### config.mk
export PLATFORM = sky130hd
export DESIGN_NAME = wam_front
export DESIGN_NICKNAME = d
export VERILOG_FILES = /design/src/rtl/core/wam_pkg.sv /design/src/rtl/core/wam_front.sv
export SDC_FILE = /design/constraint.sdc
export NUM_CORES = 1
export LEC_CHECK = 0
export BUFFER_PORTS_ARGS = -buffer_cell sky130_fd_sc_hd__clkbuf_2
export CORE_ASPECT_RATIO = 0.9
export CORE_MARGIN = 4
export CORE_UTILIZATION = 50
export CTS_CLUSTER_DIAMETER = 60
export DETAILED_ROUTE_END_ITERATION = 7
export GPL_ROUTABILITY_DRIVEN = 0
export GPL_TIMING_DRIVEN = 0
export PLACE_DENSITY = 0.76
export SYNTH_ARGS = -nofsm -noshare
export SYNTH_HDL_FRONTEND = slang
export SYNTH_SLANG_ARGS = --single-unit
### constraint.sdc
create_clock -name clk -period 19.8 [get_ports clk]
set_input_delay 1.98 -clock clk [delete_from_list [all_inputs] [get_ports clk]]
set_output_delay 1.98 -clock clk [all_outputs]
set_load 0.1 [all_outputs]
### src/rtl/core/wam_pkg.sv
package wam_pkg;

	localparam int SampleBits = 16;
	localparam int CountBits  = 17;
	localparam int SumBits    = 33;
	localparam int SqBits     = 47;
	localparam int DvdBits    = 64;
	localparam int DsrBits    = 35;
	localparam int OutBits    = 120;
	localparam logic [15:0] Sqrt2Q15 = 16'd46341;

	localparam logic [1:0] STATUS_OK        = 2'd0;
	localparam logic [1:0] STATUS_NO_SIGNAL = 2'd1;
	localparam logic [1:0] STATUS_TOO_LONG  = 2'd2;

	typedef struct packed {
		logic [CountBits-1:0]         n;
		logic signed [SumBits-1:0]    sum;
		logic [SqBits-1:0]            sumsq;
		logic signed [SampleBits-1:0] smin;
		logic signed [SampleBits-1:0] smax;
		logic                         ovf;
	} wam_snap_t;

	typedef enum logic [3:0] {
		ST_IDLE,
		ST_MUL1,
		ST_MUL2,
		ST_NUM,
		ST_DIV_MS,
		ST_SQ_RMS,
		ST_DIV_AC,
		ST_SQ_AC,
		ST_DIV_DC,
		ST_DIV_CF,
		ST_FIN
	} wam_state_t;

endpackage

### src/rtl/core/wam_front.sv
module wam_front (
	input  logic                clk,
	input  logic                arst_n,
	input  logic                in_valid,
	input  logic                in_last,
	input  logic signed [15:0]  in_sample,
	input  logic                q_full,
	output logic                in_ready,
	output logic                push,
	output wam_pkg::wam_snap_t  push_data
);

	logic [wam_pkg::CountBits-1:0]         cnt_q;
	logic signed [wam_pkg::SumBits-1:0]    sum_q;
	logic [wam_pkg::SqBits-1:0]            sq_q;
	logic signed [wam_pkg::SampleBits-1:0] min_q;
	logic signed [wam_pkg::SampleBits-1:0] max_q;
	logic                                  ovf_q;
	logic signed [31:0]                    prod;
	logic                                  accept;

	assign in_ready = !q_full;
	assign accept   = in_valid && in_ready;
	assign push     = accept && in_last;
	assign prod     = in_sample * in_sample;

	always_comb begin
		push_data.n     = cnt_q;
		push_data.sum   = sum_q;
		push_data.sumsq = sq_q;
		push_data.smin  = min_q;
		push_data.smax  = max_q;
		push_data.ovf   = ovf_q;
		if (cnt_q[wam_pkg::CountBits-1]) begin
			push_data.ovf = 1'b1;
		end else begin
			push_data.n     = cnt_q + 1'b1;
			push_data.sum   = sum_q + 33'(in_sample);
			push_data.sumsq = sq_q + {15'd0, $unsigned(prod)};
			if (in_sample < min_q) begin
				push_data.smin = in_sample;
			end
			if (in_sample > max_q) begin
				push_data.smax = in_sample;
			end
		end
	end

	always_ff @(posedge clk or negedge arst_n) begin
		if (!arst_n) begin
			cnt_q <= '0;
			sum_q <= '0;
			sq_q  <= '0;
			min_q <= 16'sh7fff;
			max_q <= 16'sh8000;
			ovf_q <= 1'b0;
		end else if (accept) begin
			if (in_last) begin
				cnt_q <= '0;
				sum_q <= '0;
				sq_q  <= '0;
				min_q <= 16'sh7fff;
				max_q <= 16'sh8000;
				ovf_q <= 1'b0;
			end else begin
				cnt_q <= push_data.n;
				sum_q <= push_data.sum;
				sq_q  <= push_data.sumsq;
				min_q <= push_data.smin;
				max_q <= push_data.smax;
				ovf_q <= push_data.ovf;
			end
		end
	end

endmodule

==> out/metrics.cfg, run 1 <==
[status]
status = complete, no violations

[layout]
stdcell_count = 3083
final_common_cell = inv_1
final_layout_size_suffix_gt1_share_pct = 9.53
layout_common_cells = inv_1 (393), nand2_1 (254), fa_1 (239), ha_1 (190), o21ai_0 (174)
n_fill_cell = 3515
nets = 2988
antennaDiodeCount = 0
utilization_pct = 56.0
area_growth_pct = 10.4

[sta]
finalCritPeriodShare_pct = 74.9
max_slew_margin_pct = 31.8
finalHoldViolations = 0
finClkSkew_ns = 0.0110
final_max_slew_viol_count = 0
fmax_mhz = 67.4
max_slew.worst_pin.slew_ns = 1.02
fin_ws_ns = 4.96
report.final.setup_viol = 0
rsz0062_at_grt = false
setup_tns_ns = 0
min_period_ns = 14.84

[global_routing]
grt_pass1_vias = 18700
grt_start_max_net_pins = 84
antenna_found_initial = 1
grt_use_total_pct = 30.0
use_met2_pct = 46.5
grt_busiest_layer = met2
grt_pass1_wl_um = 103000
grt_util_met3_pct = 6.97
grt.met1_usage_pct = 41.1
grt_remaining_overflow = 0

[critical_path]
arrival_ns = 12.86
worst-path-max-fanout = 24
path_class = in2out
crit_path_start_kind = primary input
slowest_delay_ns = 0.66
end_kind = output pin
crit_slowest_cell = clkbuf_1
critPathRequiredTime_ns = 17.82
reg2reg_setup_slack_ns = 16.37
crit_top_cell = fa_1

[detailed_routing]
drc_errors = 0
drt_iter0_markers = 2152
firstDrtPassIters = 6
wl_per_cell_um = 21.0
viasPerCell = 6.08
drtAntennaViolNets = 0
routed_wl_um = 64700
num_vias = 18700

[placed_design]
hpwl_um = 50700
placedCellCount = 3051
dpl_worst_slack_ns = 5.25
io_buffers = 152

[yosys]
synth_cells = 2366
syn_nets = 2816
synth_flop_cell = dfrtp_1
netlist.area_leader.share_pct = 23.8
synth_area_leaders = fa_1 (24%), dfrtp_1 (14%), ha_1 (12%)
synth_area_um2 = 20100
ys_seq_area_share_pct = 16.3
avgSynthCellArea_um2 = 8.50
ys_seq_elements = 130
yosysWarnings = 0
ys_types = 70
synth-edff-count = 0
synthArstFlopShare_pct = 100
synth_top_cell_by_area = fa_1

[clocking]
cts_tree = built
h-tree-depth = 4
cts_setup_buffers = 0
cts.clk_slew.worst_paths_ns = 0.07
clockBufferDepth = 2
cts_resized = 0
cts_hold_buffers = 0
clock-sinks = 130
cts_buffers = 17
insertion_delay_ns = 0.44
root_buffer = clkbuf_16

[die]
initial_utilization_pct = 50.7
die_h_um = 198
fp.dieW_um = 219
rows = 69
dieArea_um2 = 43500
core_um2 = 39600
num_io_pins = 153

[job]
maxCapViolCount = 0

[min_path]
hold_class = reg2reg

-- flip-flops by register name, indices dropped and copies added (netlist names) --
signal,flops
cnt_q,17
max_q,16
min_q,16
ovf_q,1
sq_q,47
sum_q,33
-- final timing paths --
check | startpoint | to | cells after the start
worst max-delay path | in_sample[15] | push_data[78] | 34
worst min-delay path | min_q[2] | min_q[2] | 1
worst max register to register | sq_q[4] | sq_q[46] | 11
worst min register to register | min_q[2] | min_q[2] | 1
max in group asynchronous | arst_n | sq_q[6] | 2
min in group asynchronous | arst_n | sq_q[36] | 1
-- worst max-delay path: cells and delay by family --
family / cells / cell delay, ns
XOR/XNOR: 2 / 0.52
AO/OA/AOI/OAI: 7 / 1.95
AND/OR/NAND/NOR: 7 / 1.24
buffers and inverters: 10 / 3.32
adder cells (fa/ha/maj): 8 / 3.78
-- layer usage --
metal	up-vias	part of all wire, %
met3	216	12
met2	1116	44
met1	9172	39
met5	-	0.011
met4	2	4.7
li1	8236	-
-- layout make-up --
type / instances / area, um^2 / area share, %
clock buffer: 20 / 467 / 2.10
buffer: 106 / 404 / 1.82
clock inverter: 12 / 156 / 0.705
timing repair buffer: 153 / 797 / 3.59
inverter: 395 / 1480 / 6.68
tap: 532 / 666 / 3.00
sequential: 130 / 3270 / 14.8
multi-input combinational: 1735 / 14900 / 67.3
-- synthesized netlist by cell type, types with 47 or more instances --
cell      number
nor2_1       134
xnor2_1       84
ha_1         190
inv_1        393
xor2_1        48
o21ai_0      174
clkbuf_1      97
a22o_1        48
a21o_1        47
fa_1         239
nand2_1      254
dfrtp_1      114
a21oi_1       99
-- per-stage QoR --
| step | area (um^2) | hold WS (ns) |
|---|---|---|
| after global routing | 22200 | 0.542 |
| after global placement | 21500 | 0.496 |
| after CTS | 22200 | 0.519 |
| after floorplan | 20100 | 0.476 |
| after detailed placement | 21600 | 0.506 |
| final | 22200 | 0.520 |
-- logic make-up (layout without fill, tap and decap cells) --
logic type	count (synthesis)	in the layout	share of synthesized area, %
and+or+nand+nor	608	608	13.9
AOI/OAI and AO/OA	549	549	18.1
buffers and inverters	501	686	9.39
adders and majority gates	429	429	35.6
xor gates and xnor gates	132	132	5.75
DFF	130	130	16.3
muxes	17	17	0.946
Power of run 1 is not shown: default switching activity piles up to over one toggle a cycle in this logic, so the estimate is an artifact.
==> inputs of run 2 (changes only) <==
- PLACE_DENSITY: 0.76 -> 0.79
- clock period: 19.8 -> 12.5 ns (I/O delays scaled with it)
==> out/metrics.cfg, run 2 (synthesized netlist as in run 1, its figures left out) <==
[status]
status = complete, no violations

[critical_path]
path_class = in2out
arrival_ns = 10.87  ; -1.99 ns
crit_slowest_cell = fa_1
worst-path-max-fanout = 16  ; -33%
crit_path_start_kind = primary input
crit_top_cell = fa_1
slowest_delay_ns = 0.64  ; -0.02 ns
critPathRequiredTime_ns = 11.25  ; -6.57 ns
end_kind = output pin

[detailed_routing]
drtAntennaViolNets = 0  ; unchanged
wl_per_cell_um = 20.8  ; -1.1%
drt_iter0_markers = 1950  ; -9.4%
num_vias = 18800  ; +0.091%
drc_errors = 0  ; unchanged
top_layer = met5
routed_wl_um = 64000  ; -1.1%
viasPerCell = 6.09  ; +0.12%
m1WireLength_um = 25400  ; -0.65%
firstDrtPassIters = 6  ; unchanged
met3_wirelength_um = 7190  ; -4.3%
dr_wl_met2_um = 28200  ; -1.6%

[layout]
antennaDiodeCount = 0  ; unchanged
area_growth_pct = 10.8
nets = 2987  ; -0.033%
largestRegisters = sq_q (47), sum_q (33), cnt_q (17)
final_common_cell = inv_1
utilization_pct = 56.2  ; +0.20 points
final_layout_size_suffix_gt1_share_pct = 10.0  ; +0.47 points
design_area_um2 = 22300  ; +0.35%
n_fill_cell = 3491  ; -0.68%
largest_register_ffs = 47  ; unchanged
layout_common_cells = inv_1 (391), nand2_1 (254), fa_1 (239), ha_1 (190), o21ai_0 (174)
regMostFlops = sq_q

[clocking]
h-tree-depth = 4  ; unchanged
root_buffer = clkbuf_16
clockBufferDepth = 2  ; unchanged
cts_hold_buffers = 0  ; unchanged
cts_buffers = 17  ; unchanged
cts.clk_slew.worst_paths_ns = 0.06  ; about the same
clock-sinks = 130  ; unchanged
cts_tree = built
insertion_delay_ns = 0.44  ; about the same

[sta]
min_period_ns = 12.12
max_slew.worst_pin.slew_ns = 1.02  ; -0.00345 ns
finalHoldViolations = 0  ; unchanged
finalCritPeriodShare_pct = 96.9
rsz0062_at_grt = false
max_slew_margin_pct = 32.0  ; +0.23 points
finClkSkew_ns = 0.0113  ; +0.000232 ns
final_max_slew_viol_count = 0  ; unchanged
report.final.setup_viol = 0  ; unchanged
fmax_mhz = 82.5

[placed_design]
hpwl_um = 50400  ; -0.52%
postPlaceCellArea_um2 = 21600  ; unchanged
io_buffers = 152  ; unchanged

[global_routing]
grt_remaining_overflow = 0  ; unchanged
grt_pass1_vias = 18900  ; +1.2%
grt_start_max_net_pins = 108  ; +29%
grt_pass1_wl_um = 102000  ; -0.61%
antenna_found_initial = 1  ; unchanged
grt_use_total_pct = 29.7  ; -0.29 points

[die]
core_um2 = 39600  ; unchanged
dieArea_um2 = 43500  ; unchanged
num_io_pins = 153  ; unchanged
fp.dieW_um = 219  ; unchanged
die_h_um = 198  ; unchanged
initial_utilization_pct = 50.7  ; unchanged
rows = 69  ; unchanged

[min_path]
hold_class = reg2reg

[job]
maxCapViolCount = 0  ; unchanged

==> run 2: cell count changes in the layout (fill, tap and decap cells not counted), sizes merged <==
cell,before,now
clkbuf,269,260
inv,393,395
clkinvlp,4,3
clkinv,7,4
buf,10,18
bufinv,3,5
==> run 2: worst paths after layout <==
check | startpoint | end | slack (ns) | cells after the start
min in group asynchronous | arst_n | cnt_q[6] | 0.68 | 1
max reg2reg | sq_q[4] | sq_q[46] | 9.05 | 11
min | sum_q[16] | sum_q[16] | 0.52 | 2
max | in_sample[9] | push_data[70] | 0.38 | 33
max in group asynchronous | arst_n | min_q[9] | 10.99 | 2
min reg2reg | sum_q[16] | sum_q[16] | 0.52 | 2
==> run 2: final cells by class <==
cell class | count | area, um^2 | area share, %
Inverter | 395 | 1490 | 6.68
Clock buffer | 20 | 457 | 2.05
Buffer | 104 | 409 | 1.84
Timing Repair Buffer | 154 | 820 | 3.68
Sequential cell | 130 | 3270 | 14.7
Multi-Input combinational cell | 1735 | 15000 | 67.2
Clock inverter | 12 | 201 | 0.905
Tap cell | 532 | 666 | 2.99
==> run 2: critical path, delay by kind of cell <==
kind,cells,cell delay [ns]
fa+ha+maj,8,3.69
compound gates,8,2.26
xor+xnor,2,0.50
simple gates,6,0.97
buf+inv,9,2.16
==> run 2: routing by layer <==
metal,GRT usage (%),vias to the layer above
met5,0,-
met3,6.89,220
li1,-,8242
met4,13.0,2
met2,45.6,1109
met1,40.4,9186
==> run 2: timing repair <==
action / CTS / global route
gates resized for setup: 8 / 28
buffers inserted: 0 / 1
endpoints found under the setup margin: 14 / 16
==> run 2: stage by stage <==
stage	std cells	hold WS (ns)	setup slack, ns	setup TNS, ns
2_1_floorplan	2366	0.476	0.889	0
3_3_place_gp	3050	0.497	-0.455	-2.88
3_5_place_dp	3051	0.503	-0.556	-3.73
4_1_cts	3082	0.516	0.0121	0
5_1_grt	3082	0.536	0.0105	0
6_report	3082	0.519	0.382	0
Power of run 2 is left out for the same reason.
