==> config.mk <==
export PLATFORM = sky130hd
export DESIGN_NAME = wam_fifo
export DESIGN_NICKNAME = d
export VERILOG_FILES = /design/src/rtl/core/wam_pkg.sv /design/src/rtl/core/wam_fifo.sv
export SDC_FILE = /design/constraint.sdc
export NUM_CORES = 1
export LEC_CHECK = 0
export BUFFER_PORTS_ARGS = -buffer_cell sky130_fd_sc_hd__buf_4
export CAP_MARGIN = 20
export CORE_ASPECT_RATIO = 0.6
export CORE_MARGIN = 5
export CORE_UTILIZATION = 30
export DETAILED_ROUTE_END_ITERATION = 10
export HOLD_SLACK_MARGIN = 0.15
export PLACE_DENSITY_LB_ADDON = 0.12
export SYNTH_ARGS = -nofsm -noshare
export SYNTH_HDL_FRONTEND = slang
export SYNTH_SLANG_ARGS = --single-unit
==> constraint.sdc <==
create_clock -name clk -period 20.8 [get_ports clk]
set_clock_uncertainty 0.05 [all_clocks]
set_input_delay 3.12 -clock clk [delete_from_list [all_inputs] [get_ports clk]]
set_output_delay 3.12 -clock clk [all_outputs]
set_load 0.005 [all_outputs]
==> src/rtl/core/wam_pkg.sv <==
package wam_pkg;

	localparam int SampleBits = 16;
	localparam int CountBits  = 17;
	localparam int SumBits    = 33;
	localparam int SqBits     = 47;
	localparam int DvdBits    = 64;
	localparam int DsrBits    = 35;
	localparam int OutBits    = 120;
	localparam logic [15:0] Sqrt2Q15 = 16'd46341;

	localparam logic [1:0] STATUS_OK        = 2'd0;
	localparam logic [1:0] STATUS_NO_SIGNAL = 2'd1;
	localparam logic [1:0] STATUS_TOO_LONG  = 2'd2;

	typedef struct packed {
		logic [CountBits-1:0]         n;
		logic signed [SumBits-1:0]    sum;
		logic [SqBits-1:0]            sumsq;
		logic signed [SampleBits-1:0] smin;
		logic signed [SampleBits-1:0] smax;
		logic                         ovf;
	} wam_snap_t;

	typedef enum logic [3:0] {
		ST_IDLE,
		ST_MUL1,
		ST_MUL2,
		ST_NUM,
		ST_DIV_MS,
		ST_SQ_RMS,
		ST_DIV_AC,
		ST_SQ_AC,
		ST_DIV_DC,
		ST_DIV_CF,
		ST_FIN
	} wam_state_t;

endpackage

==> src/rtl/core/wam_fifo.sv <==
module wam_fifo (
	input  logic               clk,
	input  logic               arst_n,
	input  logic               push,
	input  wam_pkg::wam_snap_t push_data,
	input  logic               pop,
	output logic               full,
	output logic               empty,
	output wam_pkg::wam_snap_t pop_data
);

	wam_pkg::wam_snap_t mem_q [2];
	logic       wr_q;
	logic       rd_q;
	logic [1:0] cnt_q;

	assign full     = (cnt_q == 2'd2);
	assign empty    = (cnt_q == 2'd0);
	assign pop_data = mem_q[rd_q];

	always_ff @(posedge clk) begin
		if (push) begin
			mem_q[wr_q] <= push_data;
		end
	end

	always_ff @(posedge clk or negedge arst_n) begin
		if (!arst_n) begin
			wr_q  <= 1'b0;
			rd_q  <= 1'b0;
			cnt_q <= 2'd0;
		end else begin
			if (push) begin
				wr_q <= !wr_q;
			end
			if (pop) begin
				rd_q <= !rd_q;
			end
			cnt_q <= cnt_q + 2'(push) - 2'(pop);
		end
	end

endmodule

==> flow_metrics.py, run 1 <==
metrics = {
    "pwr": {
        "p_leak_nw": 5.18,
        "power_mw": 1.75,
        "vdd.ir_drop.worst_uv": 75.6,
        "p_sw_share_pct": 26.3,
        "p_comb_share_pct": 31.4,
        "p_int_mw": 1.29,
        "power_frac_clock_pct": 26.5,
        "pwr-share-seq_pct": 42.1,
        "net-switching-power_mw": 0.459,
        "p_per_area_mw_per_mm2": 132,
    },
    "setup_path": {
        "cp.required_ns": 17.63,
        "critPathLaunchType": "register",
        "r2r_start": "wr_q",
        "worst_ep_arrival_time_ns": 2.55,
        "startpoint": "rd_q",
        "crit_type": "register to output pin",
        "crit_top_cell": "buf_4",
        "crit_family": "buffers and inverters",
        "worst-path-max-fanout": 59,
        "crit_chain": "buf_4 > mux2_2 > buf_4",
        "slowest_stage": "buf_4",
        "endpoint_kind": "output pin",
        "worst-path-buf-inv": 2,
        "max_stage_delay_ns": 0.83,
    },
    "timing": {
        "fin_tns_setup_ns": 0,
        "whs_ns": 0.516,
        "slew_headroom_pct": 28.3,
        "finalHoldViolCount": 0,
        "tightest_slew_ns": 1.08,
        "post-route-period-util_pct": 27.5,
        "setup_violations": 0,
        "finalMaxSlewViolations": 0,
        "fmax_mhz": 175,
        "period_needed_ns": 5.72,
        "grt_setup_unrepaired": "no",
    },
    "layout": {
        "layout.cells.non_filler": 1176,
        "nFillCells": 2967,
        "final_area_mm2": 0.0133,
        "n_antenna_cell": 0,
        "layout.nets": 841,
        "multi_input_area_mm2": 0.00190,
        "layout.area.seq_mm2": 0.00791,
        "area_delta_synth_final_pct": 33.3,
        "drive_gt1_share_pct": 61.4,
    },
    "placed_design": {
        "portBuffers": 265,
        "placed_cells": 1125,
        "place_hpwl_um": 14100,
        "gp_congestion": 0.728,
        "place_area_mm2": 0.0124,
    },
    "floorplanning": {
        "dieArea_mm2": 0.0370,
        "row_count": 51,
        "fp.coreArea_mm2": 0.0326,
        "pin_count": 266,
        "start_util_pct": 30.5,
        "fp.dieW_um": 245,
        "die_h_um": 151,
    },
    "yosys": {
        "synth_top_cell_by_area": "edfxtp_1",
        "synth_warnings": 0,
        "async_flop_share_pct": 1.52,
        "syn_avg_cell_area_um2": 23.7,
        "ys_types": 14,
        "syn_inst": 420,
        "synth_edf_count": 260,
        "synth_ff_type": "edfxtp_1",
        "synth_top_area_share_pct": 78.4,
        "yosys-top-cells-area": "edfxtp_1 78%, mux2_4 14%, mux2_2 4.5%",
        "ys_top_cells_by_count": "260 x edfxtp_1, 90 x mux2_4, 40 x mux2_2",
        "synth_most_common_cell": "edfxtp_1",
        "synthesis.nets": 556,
        "synth_seq_area_share_pct": 79.4,
        "ys_ff_latch": 264,
        "netlist_area_mm2": 0.00995,
    },
    "detailed_routing": {
        "wire_per_inst_um": 17.8,
        "vias_per_cell": 4.08,
        "met3_length_um": 1640,
        "first_pass_iters": 4,
        "highest_layer": "met4",
        "drt-total-wl_um": 20900,
        "vias": 4799,
        "drt_iter0_drc": 235,
        "m1WireLength_um": 8840,
        "drcViolationCount": 0,
        "ant_nets": 0,
        "met2_length_um": 10100,
    },
    "grt": {
        "grt_first_pass_wirelength_um": 30800,
        "antenna_found_initial": 0,
        "grt_pass1_vias": 5223,
        "gr-usage-all-layers_pct": 10.7,
        "grt_max_degree": 71,
        "grt_overflow": 0,
    },
    "clock_tree": {
        "cts.sinks": 264,
        "hold_buffers": 0,
        "cts_buffers": 28,
        "cts_root_buf": "clkbuf_16",
        "clock_latency_ns": 0.53,
        "ctsResizeCount": 0,
        "path_clk_slew_ns": 0.06,
        "cts_setup_buffers": 0,
        "cts_tree": "yes",
        "cts_buffer_depth": 3,
        "cts_htree_levels": 1,
    },
    "flow_run": {
        "maxCapViolCount": 0,
    },
    "status": {
        "run_status": "completed",
    },
    "min_path": {
        "min_path_type": "register to register",
        "hp-start": "wr_q",
    },
}
-- power by group through the flow --
stage	Combinational, mW	Clock (mW)	Sequential (mW)
floorplan	0.322	0	0.753
global placement	0.562	0	0.744
detailed placement	0.566	0	0.750
CTS	0.568	0.484	0.739
global route	0.590	0.508	0.746
finish	0.549	0.463	0.737
-- flip-flops by register name (all words and copies together), names as in the netlist --
name / cells
cnt_q: 2
rd_q: 1
wr_q: 1
mem_q: 260
-- layer usage --
metal | vias to the layer above | global-route usage (%)
li1 | 2244 | -
met1 | 2384 | 13.8
met2 | 141 | 17.5
met3 | 30 | 4.13
met4 | 0 | 2.44
met5 | - | 0
-- final timing paths --
kind	end	cells past startpoint	slack [ns]
max in group asynchronous	rd_q	1	18.26
min	wr_q	1	0.52
max	pop_data[29]	3	15.08
max reg2reg	mem_q[1][55]	2	18.17
min reg2reg	wr_q	1	0.52
min in group asynchronous	cnt_q[0]	1	2.32
-- metrics by stage --
stage / util [%] / setup WS [ns]
final: 40.7 / 15.08
after detailed placement: 38.1 / 15.33
after global routing: 40.7 / 14.92
after CTS: 40.7 / 14.96
after floorplan: - / 11.36
after global placement: 38.1 / 15.41
-- logic make-up after synthesis --
logic type | after synthesis | synth area share (%)
flops | 264 | 79.4
buf+inv | 17 | 1.56
xor+xnor | 3 | 0.415
mux | 130 | 18.1
simple gates | 4 | 0.226
fa+ha+maj | 2 | 0.251
-- layout make-up --
class                      instances  area share (%)
clock buffer                      33            5.58
clock inverter                    18           0.877
inverter                           2          0.0566
multi-input combinational        139            14.3
sequential                       264            59.6
tap                              450            4.24
timing repair buffer             270            15.3
-- cell usage in the layout, fill, tap and decap left out --
master,instances
clkinv_4,1
dfrtp_1,3
clkbuf_1,4
clkinvlp_4,1
mux2_2,40
edfxtp_1,260
bufinv_16,1
nor2b_4,1
inv_1,2
clkinv_1,4
and2_4,1
mux2_4,90
buf_4,270
clkinv_2,11
dfrtp_4,1
nor2_1,1
clkbuf_16,29
ha_1,2
nor2b_1,1
xor2_1,2
xor3_1,1
No activity file was read; power rests on OpenSTA's default activity.
==> run 2, diff against run 1 <==
- clock period: 20.8 -> 6 ns (I/O delays scaled with it)
==> flow_metrics.py, run 2 (same netlist as run 1, synthesis figures left out) <==
metrics = {
    "status": {
        "run_status": "completed",
    },
    "layout": {
        "largest_reg_flops": 260,
        "final_common_cell": "buf_4",
        "layout.nets": 843,
        "nFillCells": 2957,
        "final_cell_mix": "270 x buf_4, 260 x edfxtp_1, 90 x mux2_4",
        "n_antenna_cell": 0,
        "multi_input_area_mm2": 0.00190,
        "regMostFlops": "mem_q",
        "area_delta_synth_final_pct": 33.7,
        "layout.area.seq_mm2": 0.00791,
        "fin_util_pct": 40.8,
        "drive_gt1_share_pct": 61.3,
        "layout.cells.non_filler": 1178,
        "reg.largest.list": "mem_q x260, cnt_q x2",
    },
    "clock_tree": {
        "cts_buffers": 27,
        "cts_root_buf": "clkbuf_16",
        "ctsResizeCount": 0,
        "cts_tree": "yes",
        "cts_buffer_depth": 3,
        "path_clk_slew_ns": 0.06,
        "cts_setup_buffers": 0,
        "clock_latency_ns": 0.53,
        "cts.sinks": 264,
        "cts_htree_levels": 1,
    },
    "placed_design": {
        "place_hpwl_um": 14800,
        "gp_congestion": 0.738,
        "portBuffers": 265,
        "placed_cells": 1126,
    },
    "pwr": {
        "vdd.ir_drop.worst_uv": 331,
        "p_per_area_mw_per_mm2": 455,
        "p_leak_nw": 5.19,
        "power_mw": 6.06,
    },
    "detailed_routing": {
        "drcViolationCount": 0,
        "vias": 4855,
        "drt_iter0_drc": 176,
        "wire_per_inst_um": 18.3,
        "drt-total-wl_um": 21500,
        "ant_nets": 0,
        "first_pass_iters": 4,
        "vias_per_cell": 4.12,
    },
    "setup_path": {
        "critPathLaunchType": "register",
        "endpoint_kind": "output pin",
        "worst_ep_arrival_time_ns": 2.50,
        "crit_type": "register to output pin",
        "cp.required_ns": 5.05,
        "worst-path-max-fanout": 48,
    },
    "floorplanning": {
        "start_util_pct": 30.5,
        "die_h_um": 151,
        "dieArea_mm2": 0.0370,
        "row_count": 51,
        "fp.coreArea_mm2": 0.0326,
        "fp.dieW_um": 245,
        "pin_count": 266,
    },
    "grt": {
        "grt_pass1_vias": 5318,
        "gr-usage-all-layers_pct": 11.1,
        "antenna_found_initial": 1,
        "grt_max_degree": 74,
        "grt_first_pass_wirelength_um": 31600,
        "grt_overflow": 0,
    },
    "timing": {
        "fin_tns_setup_ns": 0,
        "grt_setup_unrepaired": "no",
        "post-route-period-util_pct": 57.5,
        "setup_violations": 0,
        "period_needed_ns": 3.45,
        "fmax_mhz": 290,
        "tightest_slew_ns": 1.04,
        "finalHoldViolCount": 0,
        "finalMaxSlewViolations": 0,
        "slew_headroom_pct": 30.5,
    },
    "min_path": {
        "min_path_type": "input port to register",
    },
    "flow_run": {
        "maxCapViolCount": 0,
    },
}
==> run 2: path summary, 6_finish.rpt <==
check | start | endpoint | slack [ns] | cells after the start
hold / removal | push_data[41] | mem_q[0][41] | 0.50 | 1
min in group asynchronous | arst_n | rd_q | 0.66 | 2
setup reg to reg | wr_q | mem_q[1][96] | 3.94 | 3
max in group asynchronous | arst_n | rd_q | 5.12 | 2
setup / recovery | rd_q | pop_data[9] | 2.55 | 3
hold reg to reg | wr_q | wr_q | 0.50 | 1
==> run 2: repair_timing <==
item,4_1_cts,5_1_grt
endpoints found under the hold margin,4,0
hold buffers,1,0
setup endpoints to repair,0,0
==> run 2: cell type report <==
| class | count | share of cell area (%) |
|---|---|---|
| inverter | 2 | 0.0564 |
| clock buffer | 31 | 5.19 |
| multi-input combinational | 139 | 14.3 |
| tap | 450 | 4.23 |
| timing repair buffer | 273 | 15.7 |
| sequential | 264 | 59.5 |
| clock inverter | 19 | 1.11 |
==> run 2: power by group <==
group	total (mW)	internal, mW	switching [mW]
Combinational	1.91	1.10	0.810
Sequential	2.56	2.45	0.111
Clock	1.59	0.911	0.675
==> run 2: metal layers <==
metal,routed length [um],part of all wire (%),vias to the layer above,track usage [%]
li1,-,-,2245,-
met1,8980,42,2444,14.1
met2,10600,49,135,18.5
met3,1570,7.3,29,4.07
met4,343,1.6,2,2.41
met5,20,0.093,-,0
==> run 2: stage by stage <==
stage / hold slack, ns / setup slack [ns] / cell area [um2]
floorplan: 0.423 / 1.22 / 9960
global placement: 0.481 / 3.07 / 12400
detailed placement: 0.497 / 3.01 / 12400
CTS: 0.447 / 2.49 / 13300
global route: 0.451 / 2.42 / 13300
finish: 0.496 / 2.55 / 13300
==> run 2: critical path, cell delays in order (launching register included) <==
cell and delay [ns]:
dfrtp_4 0.62, buf_4 0.76, mux2_2 0.42, buf_4 0.14
==> run 3, diff against run 2 <==
- clock period: 6 -> 3.5 ns (I/O delays scaled with it)
==> flow_metrics.py, run 3 (same netlist as run 1, synthesis figures left out) <==
metrics = {
    "status": {
        "run_status": "completed",
    },
    "clock_tree": {
        "cts_htree_levels": 1,
        "cts.sinks": 264,
        "cts_root_buf": "clkbuf_16",
        "clock_latency_ns": 0.54,
        "path_clk_slew_ns": 0.06,
        "hold_buffers": 133,
        "cts_buffers": 28,
        "cts_buffer_depth": 3,
        "cts_tree": "yes",
        "cts_setup_buffers": 0,
        "ctsResizeCount": 0,
    },
    "grt": {
        "grt_max_degree": 66,
        "grt_first_pass_wirelength_um": 33600,
        "grt_pass1_vias": 5848,
        "gr-usage-all-layers_pct": 11.7,
        "grt_overflow": 0,
        "antenna_found_initial": 3,
    },
    "timing": {
        "finalHoldViolCount": 0,
        "finalMaxSlewViolations": 0,
        "period_needed_ns": 2.75,
        "fin_tns_setup_ns": 0,
        "timing.final.ws_setup_ns": 0.753,
        "slew_headroom_pct": 63.9,
        "grt_setup_unrepaired": "no",
        "setup_violations": 0,
        "tightest_slew_ns": 0.541,
        "fmax_mhz": 364,
        "post-route-period-util_pct": 78.5,
    },
    "setup_path": {
        "slowest_stage": "dfrtp_4",
        "crit_family": "flip-flops",
        "cp.required_ns": 2.92,
        "worst-path-max-fanout": 62,
        "crit_chain": "buf_12 > mux2_2 > buf_4",
        "crit_type": "register to output pin",
        "max_stage_delay_ns": 0.60,
        "worst_ep_arrival_time_ns": 2.17,
        "worst-path-buf-inv": 2,
        "critPathLaunchType": "register",
        "endpoint_kind": "output pin",
    },
    "detailed_routing": {
        "ant_nets": 0,
        "vias": 5342,
        "wire_per_inst_um": 17.2,
        "first_pass_iters": 4,
        "drcViolationCount": 0,
        "drt_iter0_drc": 219,
        "drt-total-wl_um": 22600,
        "vias_per_cell": 4.07,
    },
    "placed_design": {
        "pre_cts_slack_ns": 1.31,
        "gp_congestion": 0.730,
        "portBuffers": 265,
        "place_hpwl_um": 14400,
    },
    "layout": {
        "reg.largest.list": "mem_q x260, cnt_q x2",
        "final_cell_mix": "266 x buf_4, 260 x edfxtp_1, 133 x dlygate4sd3_1",
        "layout.nets": 975,
        "regMostFlops": "mem_q",
        "final_common_cell": "buf_4",
        "drive_gt1_share_pct": 51.6,
        "largest_reg_flops": 260,
        "area_delta_synth_final_pct": 48.1,
        "nFillCells": 2854,
    },
    "floorplanning": {
        "fp.dieW_um": 245,
        "pin_count": 266,
        "row_count": 51,
        "die_h_um": 151,
        "fp.coreArea_mm2": 0.0326,
        "start_util_pct": 30.5,
        "dieArea_mm2": 0.0370,
    },
    "min_path": {
        "min_path_type": "input port to async pin",
    },
    "flow_run": {
        "maxCapViolCount": 0,
    },
    "pwr": {
        "p_per_area_mw_per_mm2": 731,
        "vdd.ir_drop.worst_uv": 456,
        "p_leak_nw": 5.77,
    },
}
## run 3: report_power, final
group	total, mW	internal [mW]	switching [mW]	leakage [nW]
combinational	3.42	2.00	1.42	2.84
sequential	4.38	4.20	0.185	2.49
clock	2.97	1.77	1.20	0.443
## run 3: layout make-up
class                   count  area, um2  share of cell area, %
clock inverters            16        158                   1.07
well taps                 450        563                   3.82
clock buffers              36        772                   5.24
flip-flops and latches    264       7910                   53.7
inverters                   2       7.51                 0.0509
diodes                      2       5.00                 0.0339
multi-input cells         139       1900                   12.9
repair buffers            404       3430                   23.2
## run 3: metrics by stage
| step | hold slack, ns | power [mW] | cells | util, % | area (um2) |
|---|---|---|---|---|---|
| after floorplan | 0.179 | 6.31 | 420 | - | 9960 |
| after global placement | 0.282 | 7.78 | 1126 | 38.3 | 12500 |
| after detailed placement | 0.280 | 7.84 | 1126 | 38.3 | 12500 |
| after CTS | 0.209 | 11.0 | 1311 | 45.2 | 14700 |
| after global routing | 0.249 | 11.3 | 1313 | 45.2 | 14700 |
| final | 0.270 | 10.8 | 1313 | 45.2 | 14700 |
## run 3: final timing paths
check | depth (start not counted) | slack, ns | end | start
setup reg to reg | 2 | 1.61 | mem_q[1][72] | wr_q
hold / removal | 2 | 0.27 | wr_q | arst_n
max in group asynchronous | 2 | 3.01 | rd_q | arst_n
setup / recovery | 3 | 0.75 | pop_data[129] | rd_q
min in group clk | 1 | 0.49 | wr_q | wr_q
hold reg to reg | 1 | 0.49 | wr_q | wr_q
## run 3: worst reg2reg max path: stages, from the launching register on
cell     delay, ns
dfrtp_1       0.41
and2_4        0.48
buf_4         0.56
## run 3: metal layers
metal | wire length (um) | up-vias | track usage, %
li1 | - | 2511 | -
met1 | 9730 | 2638 | 14.9
met2 | 11000 | 148 | 19.6
met3 | 1400 | 43 | 3.63
met4 | 538 | 2 | 2.89
met5 | 7 | - | 0
